File: src/hdl/dab_pkg.sv
// Shared types and constants for the deduplicating aligned bump allocator.
// Holds the request and response payloads, the table entry layout, the controller
// states and the command and status bundles. Depends on nothing.
`default_nettype none

package dab_pkg;

  // Default depth of the entry table.
  localparam int MAX_ENTRIES_DEF = 64;

  // Field widths fixed by the block's interface.
  localparam int TypeIdW   = 16;
  localparam int AddrW     = 32;
  localparam int CountW    = 16;
  localparam int AlignW    = 3;
  localparam int ElemSizeW = 13;
  localparam int OffsetW   = 36;
  localparam int IndexW    = 6;
  localparam int ProdW     = ElemSizeW + CountW;
  localparam int BufSizeW  = 32;
  localparam int CfgDataW  = 32;
  localparam int CfgIdxW   = 1;

  // Configuration register indexes.
  localparam logic [CfgIdxW-1:0] CFG_BUFFER_SIZE    = 1'b0;
  localparam logic [CfgIdxW-1:0] CFG_BUFFER_ENABLED = 1'b1;

  typedef struct packed {
    logic [TypeIdW-1:0]   dest_type_id;
    logic [TypeIdW-1:0]   source_type_id;
    logic [AddrW-1:0]     source_address;
    logic [CountW-1:0]    element_count;
    logic [AlignW-1:0]    align_log2;
    logic [ElemSizeW-1:0] element_size;
  } req_t;

  typedef struct packed {
    logic [OffsetW-1:0] block_offset;
    logic               offset_valid;
    logic               was_found;
    logic [IndexW-1:0]  entry_index;
    logic               table_full;
  } rsp_t;

  typedef struct packed {
    logic [2*TypeIdW-1:0] types;
    logic [AddrW-1:0]     source;
    logic [CountW-1:0]    count;
    logic [OffsetW-1:0]   offset;
  } entry_t;

  typedef enum logic [2:0] {
    ST_IDLE,
    ST_SCAN,
    ST_ROUND,
    ST_APPEND,
    ST_OUT
  } state_t;

  // Commands from the controller to the datapath.
  typedef struct packed {
    logic load;       // capture the accepted request and restart the scan
    logic scan;       // issue a table read at the scan pointer
    logic take_hit;   // build the result from the matching entry
    logic take_full;  // build the table-full result
    logic round;      // align the running offset and form size times count
    logic append;     // write the new entry and advance the running offset
    logic emit;       // load the output register
  } dp_cmd_t;

  // Status from the datapath to the controller.
  typedef struct packed {
    logic hit;        // the entry read last cycle matches the request
    logic scan_done;  // every stored entry has been read
    logic table_full; // no free entry is left
    logic out_free;   // the output register can take a result this cycle
  } dp_status_t;

endpackage

`default_nettype wire

File: src/hdl/dab_ctrl.sv
// Controller state machine of the allocator: sequences accept, scan, round, append and output.
// Depends on dab_pkg for the state, command and status types.
`default_nettype none

module dab_ctrl (
  input  wire logic                clk,
  input  wire logic                rst_n,
  input  wire logic                in_valid,
  output logic                     in_ready,
  input  wire dab_pkg::dp_status_t status,
  output dab_pkg::dp_cmd_t         cmd
);

  dab_pkg::state_t state_r;
  dab_pkg::state_t state_nxt;

  always_ff @(posedge clk) begin
    if (!rst_n) begin
      state_r <= dab_pkg::ST_IDLE;
    end else begin
      state_r <= state_nxt;
    end
  end

  always_comb begin
    state_nxt = state_r;
    unique case (state_r)
      dab_pkg::ST_IDLE: begin
        if (in_valid) begin
          state_nxt = dab_pkg::ST_SCAN;
        end
      end
      dab_pkg::ST_SCAN: begin
        if (status.hit) begin
          state_nxt = dab_pkg::ST_OUT;
        end else if (status.scan_done) begin
          state_nxt = status.table_full ? dab_pkg::ST_OUT : dab_pkg::ST_ROUND;
        end
      end
      dab_pkg::ST_ROUND:  state_nxt = dab_pkg::ST_APPEND;
      dab_pkg::ST_APPEND: state_nxt = dab_pkg::ST_OUT;
      dab_pkg::ST_OUT: begin
        if (status.out_free) begin
          state_nxt = dab_pkg::ST_IDLE;
        end
      end
      default: state_nxt = dab_pkg::ST_IDLE;
    endcase
  end

  always_comb begin
    cmd      = '0;
    in_ready = 1'b0;
    unique case (state_r)
      dab_pkg::ST_IDLE: begin
        in_ready = 1'b1;
        cmd.load = in_valid;
      end
      dab_pkg::ST_SCAN: begin
        if (status.hit) begin
          cmd.take_hit = 1'b1;
        end else if (status.scan_done) begin
          cmd.take_full = status.table_full;
        end else begin
          cmd.scan = 1'b1;
        end
      end
      dab_pkg::ST_ROUND:  cmd.round = 1'b1;
      dab_pkg::ST_APPEND: cmd.append = 1'b1;
      dab_pkg::ST_OUT:    cmd.emit = status.out_free;
      default: begin
        cmd      = '0;
        in_ready = 1'b0;
      end
    endcase
  end

endmodule

`default_nettype wire

File: config.mk
export PLATFORM = sky130hd
export DESIGN_NAME = dab_ctrl
export DESIGN_NICKNAME = d
export VERILOG_FILES = /design/src/hdl/dab_pkg.sv /design/src/hdl/dab_ctrl.sv
export SDC_FILE = /design/constraint.sdc
export NUM_CORES = 1
export LEC_CHECK = 0
export ABC_CLOCK_PERIOD_IN_PS = 1450
export BUFFER_PORTS_ARGS = -buffer_cell sky130_fd_sc_hd__buf_2
export CAP_MARGIN = 0
export CORE_AREA = 3 3 40 42
export DETAILED_ROUTE_END_ITERATION = 7
export DIE_AREA = 0 0 43 45
export SLEW_MARGIN = 20
export SYNTH_ARGS = -nofsm -noshare
export SYNTH_HDL_FRONTEND = slang
export SYNTH_SLANG_ARGS = --single-unit
File: constraint.sdc
create_clock -name clk -period 1.45 [get_ports clk]
set_input_delay 0 -clock clk [delete_from_list [all_inputs] [get_ports clk]]
set_output_delay 0 -clock clk [all_outputs]
set_load 0.01 [all_outputs]
==> summary.md, run 1 <==
| Metric | Value |
|---|---|
| Max-slew headroom | `73.5%` |
| Final period util | `91.6%` |
| Die W | `43 um` |
| Worst r2r src | `state_r[1]` |
| I/O pin cnt | `15` |
| FF+latch area | `61.3 um^2` |
| Crit path capture type | `primary output` |
| WS Path Type | `flip-flop to primary output` |
| Max_cap viols | `0` |
| Starting density of the core | `18.1%` |
| Synth async-reset ratio | `0%` |
| WL met3 | `40 um` |
| Top layer in use | `met3` |
| Syn avg cell area | `8.31 um^2` |
| Routed vias | `285` |
| # port buffers | `14` |
| Minimum period implied by the final worst setup slack | `1330 ps` |
| Final Skew | `3.26 ps` |
| Largest net degree at the start of global routing | `10` |
| Startpoint types | `flip-flop` |
| Via density | `4.67` |
| Hold Path Class | `input pin to flip-flop` |
| Placed inst area | `324 um^2` |
| Initial DRT Pass Iterations | `5` |
| Post-Place Cells | `57` |
| Final setup violating endpoints | `0` |
| Worst Setup SP | `state_r[0]` |
| Util after Layout | `27.4%` |
| Remaining DRCs | `0` |
| WL final | `640 um` |
| DR iter-0 viols | `10` |
| Worst skew pair latency | `230 ps` |
| Number of global-route vias before repair | `249` |
| Share of cells above drive strength 1 | `50.0%` |
| WHS | `58.2 ps` |
| Post-Layout Cell Count | `61` |
| Pwr dens | `875 mW/mm^2` |
| DR WL met2 | `350 um` |
| Arr. time, crit path | `1330 ps` |
| Outcome | `complete, no violations` |
| Worst Reg-to-Reg Cells | `3` |
| Library cells used by synthesis | `21` |
| CTS buffer count | `3` |
| Area Overhead vs Synth | `51.1%` |
| Leak | `0.149 nW` |
| All-Layer GR Usage | `7.32%` |
| Die area | `0.00194 mm^2` |
| M1 WL | `249 um` |
| Req. time, crit path | `1450 ps` |
| Total core area | `0.00128 mm^2` |
| Max Clock Freq | `0.753 GHz` |
| Die Ht | `45 um` |
| Synth top area cells | `dfxtp_1, nor4_4, nor3_1` |
| First-pass GRT wire length | `1040 um` |
| Post-DRT Antenna Nets | `0` |
| Synthesized net count | `35` |
| Initial antenna violation count | `0` |
| Post-route cell area | `352 um^2` |
| GPL Wtd Cong | `0.646` |
| #FFs+latches synth | `3` |
| Site row count | `13` |
| CTS Sinks | `3` |
| Reg2reg setup slack | `230 ps` |
| Syn Inst Count | `28` |
| Top FF cell, synth | `dfxtp_1` |
| CTS root buf | `clkbuf_4` |
| Worst setup margin | `121 ps` |
| Cell taking the most area after synthesis | `dfxtp_1` |
| Post-synth EDFFs | `0` |
| CTS H-tree lvls | `1` |
| Count leader, synth | `nor3_1` |
| Final Hold Vio Count | `0` |
| Yosys warns | `0` |
| Largest reg by FF count | `state_r` |
| Most frequent cells after synthesis | `nor3_1, dfxtp_1, a21oi_1, o21ai_0` |
| Remaining global-route overflow | `0` |
| Fillers | `156` |
| Worst-path clk slew | `40 ps` |
| Critical path peak fanout | `7` |
| Max reg flops | `3` |
| Post-DP HPWL | `517 um` |
| Sum Neg Setup Slack | `0 ps` |
| Multi-input logic area | `160 um^2` |
| Clock Tree Buf Depth | `2` |
| Post-synthesis sequential area ratio | `25.8%` |
| Cell area after synthesis | `233 um^2` |
| Worst setup path endpoint | `cmd[5]` |
| FF-to-FF End | `state_r[2]` |
| Worst-margin pin slew | `392 ps` |
| Final Max Tran Viols | `0` |
| Final Power | `0.308 mW` |
| Ant diodes | `0` |
| Worst IR drop on VDD | `0.343 mV` |
| Synth top area share | `25.8%` |
| RSZ-0062 raised after global routing | `false` |
| Biggest regs | `state_r: 3 flops` |
| Worst slack, placed | `236 ps` |
| TritonCTS clock tree | `built` |
| # nets final | `54` |
| DR WL/cell | `10.5 um` |
-- final cells by class --
type                       count  share of cell area [%]
clock buffer                   4                    7.47
inverter                       2                    2.14
multi-input combinational     22                    45.6
sequential                     3                    17.4
tap                           15                    5.34
timing repair buffer          15                    22.1
-- cell usage in the layout, fill, tap and decap left out, drive strengths merged --
cell / count
nor2: 1
nand2b: 1
and2: 1
inv: 2
o21ai: 2
or2b: 1
nor3: 4
nor3b: 2
or4: 1
and4: 1
nor4: 2
a21oi: 2
or4b: 1
nand2: 1
buf: 15
o41ai: 1
clkbuf: 4
nor4b: 1
dfxtp: 3
-- worst min-delay path by stage --
stage,from,slack [ps],to,cells past startpoint
after global routing,rst_n,50,state_r[0],3
after floorplan,status[2],30,cmd[5],1
after detailed placement,rst_n,300,state_r[2],3
after CTS,rst_n,50,state_r[2],3
final,rst_n,60,state_r[0],3
after global placement,rst_n,290,state_r[2],3
-- report_power, final --
part | switching [mW] | internal (mW)
logic | 0.0353 | 0.0303
registers | 0.00740 | 0.0882
clock network | 0.0435 | 0.103
-- layer usage --
| metal | up-vias | track usage (%) |
|---|---|---|
| met1 | 136 | 6.71 |
| li1 | 142 | - |
| met2 | 7 | 13.2 |
| met3 | 0 | 2.79 |
| met4 | 0 | 5.42 |
| met5 | - | 0 |
-- kinds of logic after synthesis --
logic type      after synthesis  synth area share, %
compound gates                5                 12.4
simple gates                 17                 56.5
buf+inv                       3                 5.37
flops                         3                 25.8
-- what timing repair did --
action	in CTS	in global routing
hold buffers	0	0
gates resized for setup	0	1
setup endpoints to repair	0	3
buffers inserted	0	0
-- critical path, cell delays in order, from the launching register on --
cell and delay (ps):
dfxtp_2 370, or2b_1 320, nor4_4 210, buf_2 190
Power figures use the tool's default switching activity.
==> run 2: changes to the inputs <==
--- a/config.mk
+++ b/config.mk
@@ -5,12 +5,13 @@
 export SDC_FILE = /design/constraint.sdc
 export NUM_CORES = 1
 export LEC_CHECK = 0
-export ABC_CLOCK_PERIOD_IN_PS = 1450
+export ABC_CLOCK_PERIOD_IN_PS = 1090
 export BUFFER_PORTS_ARGS = -buffer_cell sky130_fd_sc_hd__buf_2
-export CAP_MARGIN = 0
+export CAP_MARGIN = 40
 export CORE_AREA = 3 3 40 42
 export DETAILED_ROUTE_END_ITERATION = 7
 export DIE_AREA = 0 0 43 45
+export GPL_TIMING_DRIVEN = 0
 export SLEW_MARGIN = 20
 export SYNTH_ARGS = -nofsm -noshare
 export SYNTH_HDL_FRONTEND = slang
==> constraint.sdc (replaced) <==
create_clock -name clk -period 1.09 [get_ports clk]
set_input_delay 0 -clock clk [delete_from_list [all_inputs] [get_ports clk]]
set_output_delay 0 -clock clk [all_outputs]
set_load 0.01 [all_outputs]
==> summary.md, run 2 (synthesized netlist as in run 1, its figures left out) <==
| Metric | Value |
|---|---|
| Worst IR drop on VDD | `0.427 mV` |
| Minimum period implied by the final worst setup slack | `1210 ps` |
| Crit path capture type | `primary output` |
| Via density | `4.79` |
| Post-DRT Antenna Nets | `0` |
| Commonest non-fill, non-tap cell in the layout | `buf_2` |
| # nets final | `59` |
| First-pass GRT wire length | `1320 um` |
| CTS H-tree lvls | `1` |
| Largest net degree at the start of global routing | `8` |
| WS Path Type | `flip-flop to primary output` |
| Outcome | `finished, violations left` |
| CTS root buf | `clkbuf_4` |
| Pwr dens | `984 mW/mm^2` |
| Leak | `0.194 nW` |
| Site row count | `13` |
| Failing checks | `negative setup slack` |
| Initial antenna violation count | `0` |
| Biggest regs | `state_r: 3 flops` |
| Worst skew pair latency | `230 ps` |
| Max reg flops | `3` |
| Remaining DRCs | `0` |
| Final Skew | `0.375 ps` |
| Worst-margin pin slew | `356 ps` |
| Post-route cell area | `455 um^2` |
| Max Clock Freq | `0.825 GHz` |
| Worst setup margin | `-121 ps` |
| Share of cells above drive strength 1 | `78.4%` |
| CTS buffer count | `3` |
| Placed inst area | `327 um^2` |
| Number of global-route vias before repair | `322` |
| Total core area | `0.00128 mm^2` |
| WL final | `784 um` |
| Final setup violating endpoints | `8` |
| Final period util | `111%` |
| Critical path peak fanout | `5` |
| Clock Tree Buf Depth | `2` |
| DR WL/cell | `11.9 um` |
| CTS Sinks | `3` |
| GPL Wtd Cong | `0.683` |
| All-Layer GR Usage | `9.56%` |
| Die W | `43 um` |
| Ant diodes | `0` |
| Hold buffers post-CTS | `0` |
| Util after Layout | `35.4%` |
| Initial DRT Pass Iterations | `4` |
| Worst slack, placed | `-85.9 ps` |
| Die Ht | `45 um` |
| RSZ-0062 raised after global routing | `true` |
| Startpoint types | `flip-flop` |
| Post-DP HPWL | `486 um` |
| Final Hold Vio Count | `0` |
| Largest reg by FF count | `state_r` |
| DR iter-0 viols | `6` |
| Max_cap viols | `0` |
| I/O pin cnt | `15` |
| Die area | `0.00194 mm^2` |
| Max-slew headroom | `76.0%` |
| Most frequent cells in the layout | `buf_2, buf_4, nor3_2, clkbuf_4` |
| Final Max Tran Viols | `0` |
| # port buffers | `14` |
| Arr. time, crit path | `1210 ps` |
| Starting density of the core | `18.1%` |
| Routed vias | `316` |
| Hold Path Class | `input pin to flip-flop` |
| Remaining global-route overflow | `0` |
| TritonCTS clock tree | `built` |
| WHS | `30.8 ps` |
| Req. time, crit path | `1090 ps` |
| Area Overhead vs Synth | `95.7%` |
| Worst-path clk slew | `40 ps` |
-- run 2: changes by cell type in the layout (fill, tap and decap cells not counted), sizes merged --
cell	delta
buf	+5
-- run 2: cell type report --
cell class                 count  area (um^2)
multi-input combinational     22          206
tap                           15         18.8
fill                         139          830
clock buffer                   4         26.3
inverter                       2         12.5
sequential                     3         68.8
timing repair buffer          19          111
buffer                         1         11.3
-- run 2: what timing repair did --
item / in CTS / in global routing
pin swaps: 6 / 2
buffers inserted: 4 / 0
setup endpoints to repair: 11 / 11
resized for setup: 13 / 6
cloned: 1 / 0
-- run 2: power by group --
group / switching, mW / internal [mW]
logic: 0.0638 / 0.0637
clock network: 0.0592 / 0.137
registers: 0.00865 / 0.115
-- run 2: critical path, cell delays in order (launching register included) --
cell,delay (ps)
dfxtp_4,350
or2b_4,300
nor4_4,150
buf_2,180
-- run 2: final timing paths --
| check | startpoint | to | slack, ps | depth (start not counted) |
|---|---|---|---|---|
| max reg2reg | state_r[0] | state_r[2] | -90 | 3 |
| min reg2reg | state_r[1] | state_r[0] | 550 | 2 |
| max | state_r[0] | cmd[5] | -120 | 3 |
| min | rst_n | state_r[2] | 30 | 3 |
-- run 2: routing by layer --
layer	vias up	wire length [um]	global-route usage, %
li1	155	-	-
met2	15	392	15.3
met4	0	0	5.42
met5	-	0	0
met3	0	58	3.98
met1	146	333	10.8
-- run 2: metrics by stage --
stage / power (mW) / setup TNS (ps) / cells
floorplan: 0.179 / -177 / 28
global placement: 0.218 / -252 / 57
detailed placement: 0.219 / -246 / 57
CTS: 0.451 / -511 / 66
global route: 0.488 / -1160 / 66
finish: 0.448 / -517 / 66
==> run 3: changes to the inputs <==
==> constraint.sdc (replaced) <==
create_clock -name clk -period 1.09 [get_ports clk]
set_input_delay 0.218 -clock clk [delete_from_list [all_inputs] [get_ports clk]]
set_output_delay 0.218 -clock clk [all_outputs]
set_load 0.01 [all_outputs]
==> summary.md, run 3 (synthesized netlist as in run 1, its figures left out) <==
| Metric | Value |
|---|---|
| Post-DP HPWL | `542 um` |
| Starting density of the core | `18.1%` |
| Failing checks | `negative setup slack` |
| Startpoint types | `flip-flop` |
| Min-Delay Startpoint | `rst_n` |
| Minimum period implied by the final worst setup slack | `1410 ps` |
| Initial antenna violation count | `0` |
| CTS buffer count | `3` |
| Final Power | `0.455 mW` |
| Post-DRT Antenna Nets | `0` |
| Via density | `4.58` |
| Die W | `43 um` |
| GPL Wtd Cong | `0.668` |
| WHS | `265 ps` |
| Worst-margin pin slew | `429 ps` |
| Final Max Tran Viols | `0` |
| Final setup violating endpoints | `11` |
| Final Skew | `6.73 ps` |
| Commonest non-fill, non-tap cell in the layout | `buf_2` |
| Placed inst area | `354 um^2` |
| DR WL/cell | `11.8 um` |
| Site row count | `13` |
| Post-route cell area | `463 um^2` |
| Critical path peak fanout | `7` |
| WS Path Type | `flip-flop to primary output` |
| Max_cap viols | `0` |
| Pwr dens | `983 mW/mm^2` |
| Clock Tree Buf Depth | `2` |
| Worst skew pair latency | `240 ps` |
| Post-Place Cells | `57` |
| Routed vias | `302` |
| Crit path capture type | `primary output` |
| Biggest regs | `state_r: 3 flops` |
| Worst r2r src | `state_r[0]` |
| Post-Layout Cell Count | `66` |
| All-Layer GR Usage | `8.40%` |
| Ant diodes | `0` |
| Die Ht | `45 um` |
| Leak | `0.190 nW` |
| Worst-path clk slew | `40 ps` |
| Die area | `0.00194 mm^2` |
| CTS H-tree lvls | `1` |
| Sum Neg Setup Slack | `-2370 ps` |
| CTS root buf | `clkbuf_4` |
| Worst Setup SP | `state_r[2]` |
| Final period util | `129%` |
| Final Hold Vio Count | `0` |
| Total core area | `0.00128 mm^2` |
| TritonCTS clock tree | `built` |
| Util after Layout | `36.0%` |
| DR iter-0 viols | `2` |
| Remaining DRCs | `0` |
| Crit-path slowest cell | `dfxtp_2` |
| Hold Path Class | `input pin to flip-flop` |
| Largest net degree at the start of global routing | `8` |
| # nets final | `59` |
| WL final | `780 um` |
| Worst slack, placed | `-283 ps` |
| Worst path max stage delay | `340 ps` |
| Outcome | `finished, violations left` |
| Share of cells above drive strength 1 | `72.5%` |
| First-pass GRT wire length | `1210 um` |
| Worst IR drop on VDD | `0.277 mV` |
| I/O pin cnt | `15` |
| Initial DRT Pass Iterations | `4` |
| Remaining global-route overflow | `0` |
| CP cell instances | `or2b_4 > nor4_4 > buf_2` |
| Arr. time, crit path | `1190 ps` |
| Most frequent cells in the layout | `buf_2, buf_4, nor3_1, clkbuf_4` |
| Number of global-route vias before repair | `291` |
| Max-slew headroom | `71.1%` |
| Area Overhead vs Synth | `98.9%` |
| # port buffers | `14` |
| Worst setup margin | `-321 ps` |
| Largest reg by FF count | `state_r` |
| Req. time, crit path | `870 ps` |
| Max reg flops | `3` |
| RSZ-0062 raised after global routing | `true` |
| Max Clock Freq | `0.709 GHz` |
| CTS Sinks | `3` |
-- run 3: cell type report --
class | instances | area, um^2
Sequential cell | 3 | 66.3
Timing Repair Buffer | 19 | 118
Multi-Input combinational cell | 22 | 209
Tap cell | 15 | 18.8
Inverter | 2 | 10.0
Buffer | 1 | 15.0
Fill cell | 147 | 822
Clock buffer | 4 | 26.3
-- run 3: critical path, delay by kind of cell, from the launching register on --
family / cells / cell delay, ps
buf+inv: 1 / 170
flops: 1 / 340
simple gates: 2 / 450
-- run 3: worst paths after layout --
path / end / slack (ps) / cells after the start
setup / recovery: cmd[5] / -320 / 3
hold / removal: state_r[2] / 260 / 3
setup reg to reg: state_r[2] / -250 / 4
hold reg to reg: state_r[0] / 560 / 2
-- run 3: routing by layer --
layer	vias to the layer above	track usage [%]	wire length (um)
met1	130	10.1	355
met3	0	1.59	55
met2	14	12.9	369
li1	158	-	-
met5	-	0	0
met4	0	7.23	0
-- run 3: power by group --
part           switching [mW]  internal (mW)
Clock                  0.0627          0.138
Combinational          0.0686         0.0633
Sequential            0.00595          0.117
-- run 3: timing repair --
item                       CTS  global route
hold endpoints to repair     0             0
hold buffers                 0             0
pin swaps                    6             2
buffers inserted             5             0
cloned                       0             0
gates resized for setup      9             4
setup endpoints to repair   11            11
